### src/rtl/srlf_pkg.sv
`timescale 1ns / 1ps
// ----------------------------------------------------------------------------
// srlf_pkg
// shared types, sizes and codes of the per-source rate limit filter
// ----------------------------------------------------------------------------
package srlf_pkg;

   localparam int ALLOW_ENTRIES    = 256;
   localparam int LOG_BAN_ENTRIES  = 1024;
   localparam int RATE_BAN_ENTRIES = 1024;
   localparam int COUNTER_ENTRIES  = 2048;

   localparam int ALLOW_AW   = (ALLOW_ENTRIES > 1) ? $clog2(ALLOW_ENTRIES) : 1;
   localparam int LOG_AW     = (LOG_BAN_ENTRIES > 1) ? $clog2(LOG_BAN_ENTRIES) : 1;
   localparam int RATE_AW    = (RATE_BAN_ENTRIES > 1) ? $clog2(RATE_BAN_ENTRIES) : 1;
   localparam int COUNTER_AW = (COUNTER_ENTRIES > 1) ? $clog2(COUNTER_ENTRIES) : 1;

   localparam int MAX_AB = (ALLOW_ENTRIES > LOG_BAN_ENTRIES) ? ALLOW_ENTRIES : LOG_BAN_ENTRIES;
   localparam int MAX_RC = (RATE_BAN_ENTRIES > COUNTER_ENTRIES) ?
                           RATE_BAN_ENTRIES : COUNTER_ENTRIES;
   localparam int SCAN_ENTRIES = (MAX_AB > MAX_RC) ? MAX_AB : MAX_RC;
   localparam int SCAN_W       = $clog2(SCAN_ENTRIES + 1);

   localparam int COUNT_W = 17;
   localparam logic [COUNT_W-1:0] COUNT_MAX = '1;

   localparam logic [15:0] THRESHOLD_RESET = 16'd50;
   localparam logic [63:0] WINDOW_RESET    = 64'd1000000000;
   localparam logic [63:0] BAN_RESET       = 64'd1800000000000;

   localparam logic [2:0] KIND_PACKET    = 3'd0;
   localparam logic [2:0] KIND_ALLOW_ADD = 3'd1;
   localparam logic [2:0] KIND_ALLOW_DEL = 3'd2;
   localparam logic [2:0] KIND_LOG_SET   = 3'd3;
   localparam logic [2:0] KIND_LOG_CLR   = 3'd4;

   localparam logic [1:0] REG_THRESHOLD = 2'd0;
   localparam logic [1:0] REG_WINDOW    = 2'd1;
   localparam logic [1:0] REG_BAN       = 2'd2;

   typedef enum logic [2:0] {
      OP_PACKET    = 3'd0,
      OP_ALLOW_ADD = 3'd1,
      OP_ALLOW_DEL = 3'd2,
      OP_LOG_SET   = 3'd3,
      OP_LOG_CLR   = 3'd4,
      OP_NOP       = 3'd5,
      OP_NOT_IPV4  = 3'd6
   } op_type;

   typedef enum logic [2:0] {
      CAUSE_NOT_IPV4  = 3'd0,
      CAUSE_ALLOWED   = 3'd1,
      CAUSE_LOG_BAN   = 3'd2,
      CAUSE_ACK_ONLY  = 3'd3,
      CAUSE_RATE_BAN  = 3'd4,
      CAUSE_NEW_BAN   = 3'd5,
      CAUSE_COUNTED   = 3'd6,
      CAUSE_CONTROL   = 3'd7
   } cause_type;

   typedef struct packed {
      op_type      op;
      logic [31:0] ip;
      logic        ack_only;
      logic [63:0] now;
      logic [63:0] ban_end;
   } item_type;

   typedef struct packed {
      logic [15:0] threshold;
      logic [63:0] window;
      logic [63:0] ban;
   } cfg_type;

   typedef struct packed {
      logic clearing;
   } status_type;

   typedef struct packed {
      logic        valid;
      logic [31:0] key;
   } allow_row_type;

   typedef struct packed {
      logic        valid;
      logic [31:0] key;
      logic [63:0] expiry;
   } ban_row_type;

   typedef struct packed {
      logic               valid;
      logic [31:0]        key;
      logic [63:0]        start;
      logic [COUNT_W-1:0] count;
   } ctr_row_type;

endpackage

### src/rtl/srlf_fifo.sv
`timescale 1ns / 1ps
// ----------------------------------------------------------------------------
// srlf_fifo
// two-entry queue between the classifier and the table engine
// ----------------------------------------------------------------------------
module srlf_fifo (
   input  logic              clock,
   input  logic              reset,
   input  logic              push,
   input  srlf_pkg::item_type push_item,
   input  logic              pop,
   output logic              full,
   output logic              not_empty,
   output srlf_pkg::item_type head
);
   import srlf_pkg::*;

   item_type   slot_ff [2];
   logic       wr_ptr_ff, wr_ptr_in;
   logic       rd_ptr_ff, rd_ptr_in;
   logic [1:0] count_ff, count_in;

   always_comb begin
      wr_ptr_in = wr_ptr_ff ^ push;
      rd_ptr_in = rd_ptr_ff ^ pop;
      count_in  = count_ff + {1'b0, push} - {1'b0, pop};
   end

   always_ff @(posedge clock) begin
      if (reset) begin
         wr_ptr_ff <= 1'b0;
         rd_ptr_ff <= 1'b0;
         count_ff  <= 2'd0;
      end else begin
         wr_ptr_ff <= wr_ptr_in;
         rd_ptr_ff <= rd_ptr_in;
         count_ff  <= count_in;
      end
   end

   always_ff @(posedge clock) begin
      if (push) begin
         slot_ff[wr_ptr_ff] <= push_item;
      end
   end

   assign full      = (count_ff == 2'd2);
   assign not_empty = (count_ff != 2'd0);
   assign head      = slot_ff[rd_ptr_ff];

endmodule

### config.mk
export PLATFORM = sky130hd
export DESIGN_NAME = srlf_fifo
export DESIGN_NICKNAME = d
export VERILOG_FILES = /design/src/rtl/srlf_pkg.sv /design/src/rtl/srlf_fifo.sv
export SDC_FILE = /design/constraint.sdc
export NUM_CORES = 1
export LEC_CHECK = 0
export BUFFER_PORTS_ARGS = -buffer_cell sky130_fd_sc_hd__buf_2
export CAP_MARGIN = 20
export CELL_PAD_IN_SITES_DETAIL_PLACEMENT = 1
export CELL_PAD_IN_SITES_GLOBAL_PLACEMENT = 2
export CORE_MARGIN = 2
export CORE_UTILIZATION = 38
export CTS_CLUSTER_DIAMETER = 60
export DETAILED_ROUTE_END_ITERATION = 8
export GPL_ROUTABILITY_DRIVEN = 0
export GPL_TIMING_DRIVEN = 0
export PLACE_DENSITY = 0.79
export SKIP_CTS_REPAIR_TIMING = 1
export SYNTH_ARGS = -nofsm -noshare
export SYNTH_HDL_FRONTEND = slang
export SYNTH_SLANG_ARGS = --single-unit
export TNS_END_PERCENT = 1
### constraint.sdc
create_clock -name clock -period 5.7 [get_ports clock]
set_clock_uncertainty 0.2 [all_clocks]
set_input_delay 0.57 -clock clock [delete_from_list [all_inputs] [get_ports clock]]
set_output_delay 0.57 -clock clock [all_outputs]
set_load 0.005 [all_outputs]
After elaboration in Yosys (flattened, before gate mapping)
Memory sizes are Yosys's and may differ from the RTL's. A register that Yosys moved wholly into a read port is not among the register bits. Index checks and enable logic that the tools add are counted.

$add $sub $neg: 2. Equality and inequality tests: 1. Muxes and demuxes: 3. Bitwise operators: 2. Reduce and logical (&&, ||, !) cells: 1.

Operators by type and width (count): 1-bit two-way mux (3); 2-bit by 1-bit adder with 2-bit output (1); 2-bit equality test, second input constant (1); 2-bit nonzero test (1); 2-bit by 1-bit subtractor with 2-bit output (1); 1-bit XOR (2).

Flip-flop bits (word level): 4. Memory bits (writable): 328. Memories kept: 1. Output and inout port bits: 166. Word-level logic and storage cells: 13.

Memory list: slot_ff (depth 2, bits a word 164, read ports 1, clocked after memory_dff 1, wr ports 1, line srlf_fifo.sv:18) `item_type slot_ff [2];`.

Depth between registers and ports, before layout
Gate-level depths: netlist of the first run.

Word-level depth: 2. Depth in mapped cells: 6.

Worst setup path before layout of the first run
Ideal clock, no wire load.

Path type: input -> register. Start: input push. End: memory slot_ff[0][0] (netlist bit), enable pin. Stages on the path: 1. Library setup time: 545 ps. Arrival time: 4385 ps. Data required time: 4955 ps. Setup slack: 570 ps. Cell sequence: ha_1.

Longest elaborated chain between the ends: 2.

RTL lines: start: declaration (line srlf_fifo.sv:9) `input logic push,`; 1-bit two-way mux (line srlf_fifo.sv:42) `if (push) begin`; 1-bit two-way mux (implied by the code) (line srlf_fifo.sv:43) `slot_ff[wr_ptr_ff] <= push_item;`; end: declaration (line srlf_fifo.sv:18).

No other way between the ends.

==> results of run 1 <==
## critical path, cell delays in order, from the launching register on
cell	delay (ns)
dfxtp_1	0.37
buf_6	0.23
buf_6	0.19
mux2_2	0.35
buf_2	0.13
## routing by layer
layer / wire, µm / share of wire, % / track usage [%]
met1: 9620 / 37 / 17.0
met4: 852 / 3.2 / 6.19
met5: 26 / 0.099 / 0
met3: 2150 / 8.2 / 5.51
met2: 13700 / 52 / 27.2
## layout make-up
type,count,area (µm²)
well taps,402,503
clock inverters,17,128
multi-input cells,176,1980
clock buffers,47,1050
inverters,3,11.3
fillers,2990,15900
diodes,4,10.0
repair buffers,337,1780
plain buffers,18,196
flip-flops and latches,332,9930
## registers in the layout, summed over array words and instances, names as in the netlist
name       count
rd_ptr_ff      1
slot_ff      328
wr_ptr_ff      1
count_ff       2
## cells in the mapped netlist
cell	n	share of area (%)
ha_1	4	0.41
or2_2	1	0.052
xnor2_1	1	0.072
xnor3_1	1	0.19
inv_1	3	0.093
nor2_1	3	0.093
edfxtp_1	328	81
buf_2	1	0.041
dfxtp_1	4	0.66
mux2_2	164	15
nor2b_1	2	0.10
buf_6	17	1.6
## report_power, final
part	internal [mW]	total, mW	leakage (nW)	switching [mW]
combinational	0.299	0.582	2.15	0.283
clock	1.39	2.29	0.572	0.905
sequential	2.85	2.89	3.11	0.0332
total	4.54	5.76	5.83	1.22
## cells by family after synthesis
group	count (synthesis)	share of synthesized area, %
and+or+nand+nor	6	0.248
buffers and inverters	21	1.72
adders and majority gates	4	0.414
muxes	164	15.3
xor gates and xnor gates	2	0.259
DFF	332	82.1
## per-stage QoR
stage               utilization (%)  hold slack, ns  power, mW  cell area [µm²]  TNS, ns
detailed placement             45.8           0.409       3.53            14400        0
CTS                            49.5          0.0151       5.86            15600        0
floorplan                         -           0.319       3.25            12100        0
finish                         49.5          0.0481       5.76            15600        0
global route                   49.5          0.0210       5.99            15600        0
global placement               45.3           0.338       3.54            14300  -647.09
## worst paths after layout
check             cells past startpoint         endpoint  slack, ns      startpoint
setup reg to reg                      4  slot_ff[0][124]       3.34       wr_ptr_ff
setup / recovery                      4         head[65]       3.15       rd_ptr_ff
hold reg to reg                       3        wr_ptr_ff       0.41       wr_ptr_ff
hold / removal                        1  slot_ff[0][136]       0.05  push_item[136]
==> results.txt, run 1 <==
status = completed
H-tree level count = 2
Initial Utilization = 38.4%
initial antenna violation count = 7
Post-Syn Instances = 529
synthesized flop and latch total = 332
TritonCTS clock tree = done
Tcrit/Tclk final = 44.8%
Setup WS post-layout = 3.15 ns
Worst-path clk slew = 0.06 ns
DRT antenna net count = 0
Post-Route WL = 26.3 mm
most frequent cells in the layout = buf_2 (334), edfxtp_1 (328), mux2_2 (164), clkbuf_16 (41), buf_6 (17)
Die Wd = 182 µm
maximum clock path buffer count = 3
Nets = 1078
full die area = 0.0333 mm²
number of global-route vias before repair = 6830
fin cells = 1336
layout cell share with drive strength beyond 1 = 61.1%
Avg Vias per Cell = 4.72
synthesis-to-finish area growth = 28.9%
commonest non-fill, non-tap cell in the layout = buf_2
clock root buffer master = clkbuf_16
critical path required time = 4.93 ns
fin crit period = 2.55 ns
CTS Buf Count = 38
peak supply drop = 282 µV
sequential element share of the synthesized area = 82.1%
pwr dens = 370 mW/mm²
Site Rows = 65
max_cap viols = 0
Tot GR Track Use = 15.4%
Crit. End Element = output port
post-synthesis cell type count = 12
relative slew slack = 45.0%
Final Hold Viols = 0
grt total ovfl = 0
Hold Path Class = in2reg
DRC = 0
f_max = 0.392 GHz
crit path launch type = flop
Core Area = 0.0315 mm²
P_leak = 5.83 nW
largest net degree at the start of global routing = 62
first-pass GRT wire length = 39.2 mm
clock sink count = 332
Placement Setup Slack = 2.92 ns
via count = 6301
RSZ-0062 raised after global routing = false
synthesized area = 0.0121 mm²
# placed instances = 1268
first-pass detailed-route iteration total = 4
post-synthesis average cell area = 22.9 µm²
Final setup viols = 0
Synthesis Warnings = 0
Crit Path Category = reg2out
I/O pin cnt = 334
clk_lat worst skew = 0.50 ns
WL/cell = 19.7 µm
buffers added on ports = 333
initial DRC count = 231
Critical Path AT = 1.78 ns
Post-Syn Nets = 701
Slew Limit Fails = 0
post-detail-place hpwl = 17.8 mm
Worst-Margin Slew = 0.826 ns
Crit Path Max Fanout = 10
die height = 182 µm
(Power assumes the default switching activity.)
==> run 2, diff against run 1 <==
- clock period: 5.7 -> 2.7 ns (I/O delays scaled with it)
==> results.txt, run 2 (synthesis results as in run 1) <==
I/O pin cnt = 334
commonest non-fill, non-tap cell in the layout = buf_2
Die Wd = 182 µm
critical path required time = 2.23 ns
layout cell share with drive strength beyond 1 = 52.0%
slowest stage delay, CP = 0.37 ns
initial antenna violation count = 0
Post-Route WL = 29.5 mm
Nets = 1247
Final Hold Viols = 0
Crit Path Max Fanout = 10
CTS Buf Count = 38
synthesis-to-finish area growth = 42.5%
grt total ovfl = 0
CP most frequent cell = buf_6
clock sink count = 332
CP Cell Sequence = buf_6 > buf_6 > mux2_2 > buf_2
status = completed
fin crit period = 2.29 ns
Hold Path Class = in2reg
Largest register FFs = 328
Switching Fraction = 22.1%
total power = 12.2 mW
Tcrit/Tclk final = 84.8%
sequential share of power = 50.0%
fin cells = 1502
Final setup viols = 0
full die area = 0.0333 mm²
number of global-route vias before repair = 6834
WL/cell = 19.6 µm
Slew Limit Fails = 0
Site Rows = 65
Core Area = 0.0315 mm²
clock root buffer master = clkbuf_16
CP top delay family = buffers and inverters
Finished Core Util = 54.8%
FF/Latch Area = 0.00993 mm²
Largest regs = slot_ff (328), count_ff (2)
initial DRC count = 289
TritonCTS clock tree = done
peak supply drop = 621 µV
slowest CP cell = dfxtp_1
DRC = 0
buffers added on ports = 333
Crit. End Element = output port
pwr dens = 708 mW/mm²
fillers = 2914
via count = 6954
clock share of power = 38.0%
post-route cell area = 0.0172 mm²
Crit Path Category = reg2out
P_sw = 2.69 mW
f_max = 0.437 GHz
Worst-path clk slew = 0.06 ns
largest net degree at the start of global routing = 62
H-tree level count = 2
relative slew slack = 62.1%
P_leak = 6.52 nW
multi-input logic area = 0.00198 mm²
first-pass detailed-route iteration total = 4
DRT antenna net count = 0
Reg2Reg Setup Slack = 0.61 ns
Critical Path AT = 1.82 ns
power share of the combinational group = 12.1%
RSZ-0062 raised after global routing = false
crit path launch type = flop
max_cap viols = 0
Worst Path Buf+Inv = 3
# placed instances = 1270
Initial Utilization = 38.4%
most frequent cells in the layout = buf_2 (334), edfxtp_1 (328), dlygate4sd3_1 (167), mux2_2 (164), clkbuf_16 (38)
die height = 182 µm
internal power = 9.50 mW
Worst-Margin Slew = 0.568 ns
Post-DP Area = 0.0144 mm²
first-pass GRT wire length = 39.5 mm
Avg Vias per Cell = 4.63
Largest Register = slot_ff
post-detail-place hpwl = 18.0 mm
clk_lat worst skew = 0.51 ns
maximum clock path buffer count = 3
Tot GR Track Use = 15.5%
## run 2: worst paths after layout
path | start | cells after the start | to
worst max-delay path | rd_ptr_ff | 4 | head[95]
worst min-delay path | push | 3 | count_ff[0]
worst max register to register | wr_ptr_ff | 4 | slot_ff[0][133]
worst min register to register | count_ff[1] | 2 | count_ff[1]
## run 2: final cells by class
cell class,instances,area share [%]
Antenna cell,1,0.0145
Multi-Input combinational cell,176,11.5
Inverter,3,0.0653
Clock inverter,19,0.791
Clock buffer,45,5.67
Timing Repair Buffer,506,20.3
Tap cell,402,2.92
Sequential cell,332,57.6
Buffer,18,1.14
## run 2: worst register-to-register path, cell delays in order, from the launching register on
cell and delay (ns):
dfxtp_1 0.33, inv_1 0.11, ha_4 0.51, buf_12 0.33, buf_16 0.27
## run 2: layer usage
layer | global-route usage, % | vias to the layer above | routed length (µm) | share of wire [%]
met4 | 6.32 | 0 | 803 | 2.7
met1 | 17.6 | 3453 | 11100 | 37
met3 | 5.89 | 60 | 2090 | 7.1
li1 | - | 3209 | - | -
met5 | 0 | - | 0 | 0
met2 | 26.4 | 232 | 15600 | 53
## run 2: power groups by stage
stage | clock network (mW) | registers, mW | logic, mW
after detailed placement | 0 | 6.20 | 1.28
after CTS | 4.77 | 6.09 | 1.29
after floorplan | 0 | 6.19 | 0.633
after global routing | 4.97 | 6.12 | 1.60
final | 4.63 | 6.10 | 1.47
after global placement | 0 | 6.21 | 1.21
## run 2: per-stage QoR
stage	setup slack, ns	setup TNS (ns)	hold WS (ns)
floorplan	-0.384	-63.03	0.137
global placement	-1.78	-339.43	0.257
detailed placement	0.572	0	0.261
CTS	0.360	0	-0.297
global route	0.310	0	0.0174
finish	0.410	0	0.00827
==> run 3, diff against run 2 <==
- CORE_UTILIZATION: 38 -> 34
- PLACE_DENSITY: 0.79 -> 0.75
- clock period: 2.7 -> 1.9 ns (I/O delays scaled with it)
==> results.txt, run 3 (synthesis results as in run 1) <==
status = finished with violations
failing checks = setup timing
pwr dens = 989 mW/mm²
CTS Buf Count = 38
critical path required time = 1.51 ns
Worst-Margin Slew = 0.391 ns
crit path launch type = flop
DRC = 0
fillers = 3276
fin crit period = 2.17 ns
f_max = 0.461 GHz
max_cap viols = 0
Finished Core Util = 52.8%
initial antenna violation count = 2
Slew Limit Fails = 0
die height = 193 µm
first-pass detailed-route iteration total = 4
RSZ-0062 raised after global routing = true
number of global-route vias before repair = 6744
Hold Path Class = in2reg
via count = 7022
Nets = 1250
Initial Utilization = 34.3%
Final Hold Viols = 0
Largest register FFs = 328
maximum clock path buffer count = 3
relative slew slack = 73.9%
commonest non-fill, non-tap cell in the layout = edfxtp_1
Tot GR Track Use = 14.0%
P_leak = 7.24 nW
Tcrit/Tclk final = 114%
H-tree level count = 2
synthesis-to-finish area growth = 54.1%
Largest Register = slot_ff
WL/cell = 19.9 µm
Setup WS post-layout = -0.269 ns
most frequent cells in the layout = edfxtp_1 (328), buf_2 (229), dlygate4sd3_1 (168), buf_6 (105), mux2_4 (102)
I/O pin cnt = 334
clock sink count = 332
Worst-path clk slew = 0.06 ns
Largest regs = slot_ff (328), count_ff (2)
Avg Vias per Cell = 4.48
Crit Path Max Fanout = 10
Post-DP Area = 0.0145 mm²
clock root buffer master = clkbuf_16
first-pass GRT wire length = 38.9 mm
Post-Route WL = 31.3 mm
largest net degree at the start of global routing = 60
buffers added on ports = 333
layout cell share with drive strength beyond 1 = 52.4%
initial DRC count = 258
peak supply drop = 738 µV
clk_lat worst skew = 0.52 ns
TritonCTS clock tree = done
DRT antenna net count = 0
post-detail-place hpwl = 18.7 mm
Die Wd = 193 µm
Core Area = 0.0353 mm²
Final setup viols = 271
Crit Path Category = reg2out
Critical Path AT = 1.78 ns
Site Rows = 69
post-route cell area = 0.0186 mm²
full die area = 0.0371 mm²
grt total ovfl = 0
Crit. End Element = output port
-- run 3: metrics by stage --
step	hold WS [ns]	instances	setup WS [ns]	power, mW	TNS, ns
2_1_floorplan	0.0493	529	-0.320	9.69	-97.44
3_3_place_gp	0.177	1323	-1.09	10.5	-348.08
3_5_place_dp	0.181	1329	-0.114	10.6	-11.99
4_1_cts	-0.381	1397	-0.466	17.7	-76.63
5_1_grt	0.102	1569	-0.344	19.1	-65.21
6_report	0.105	1569	-0.269	18.4	-40.01
-- run 3: power breakdown --
group	switching [mW]	internal (mW)	leakage [nW]	total [mW]
combinational	1.07	1.64	3.55	2.71
sequential	0.127	8.56	3.11	8.69
clock	2.81	4.23	0.580	7.04
total	4.01	14.4	7.24	18.4
-- run 3: path summary, 6_finish.rpt --
path                             startpoint              end  slack [ns]  cells after the start
worst max-delay path              rd_ptr_ff         head[34]       -0.27                      4
worst min-delay path                   push   slot_ff[0][73]        0.11                      2
worst min register to register  count_ff[1]      count_ff[1]        0.49                      2
worst max register to register    wr_ptr_ff  slot_ff[0][116]       -0.09                      4
-- run 3: layer usage --
layer | vias to the layer above | wire, µm | track usage [%]
li1 | 3216 | - | -
met3 | 53 | 2080 | 5.27
met5 | - | 0 | 0
met1 | 3524 | 11700 | 15.7
met4 | 0 | 791 | 5.70
met2 | 229 | 16700 | 23.9
-- run 3: area by class of cell --
type	instances	area, µm²	share of cell area (%)
Buffer	18	330	1.77
Tap cell	461	577	3.09
Clock buffer	52	1030	5.55
Timing Repair Buffer	509	4220	22.6
Inverter	3	11.3	0.0604
Clock inverter	16	160	0.859
Antenna cell	2	5.00	0.0269
Sequential cell	332	9930	53.3
Multi-Input combinational cell	176	2370	12.7
-- run 3: worst max-delay path, cell delays in order (launching register included) --
cell and delay, ns:
dfxtp_4 0.41, clkbuf_16 0.20, buf_12 0.15, mux2_2 0.34, buf_2 0.13
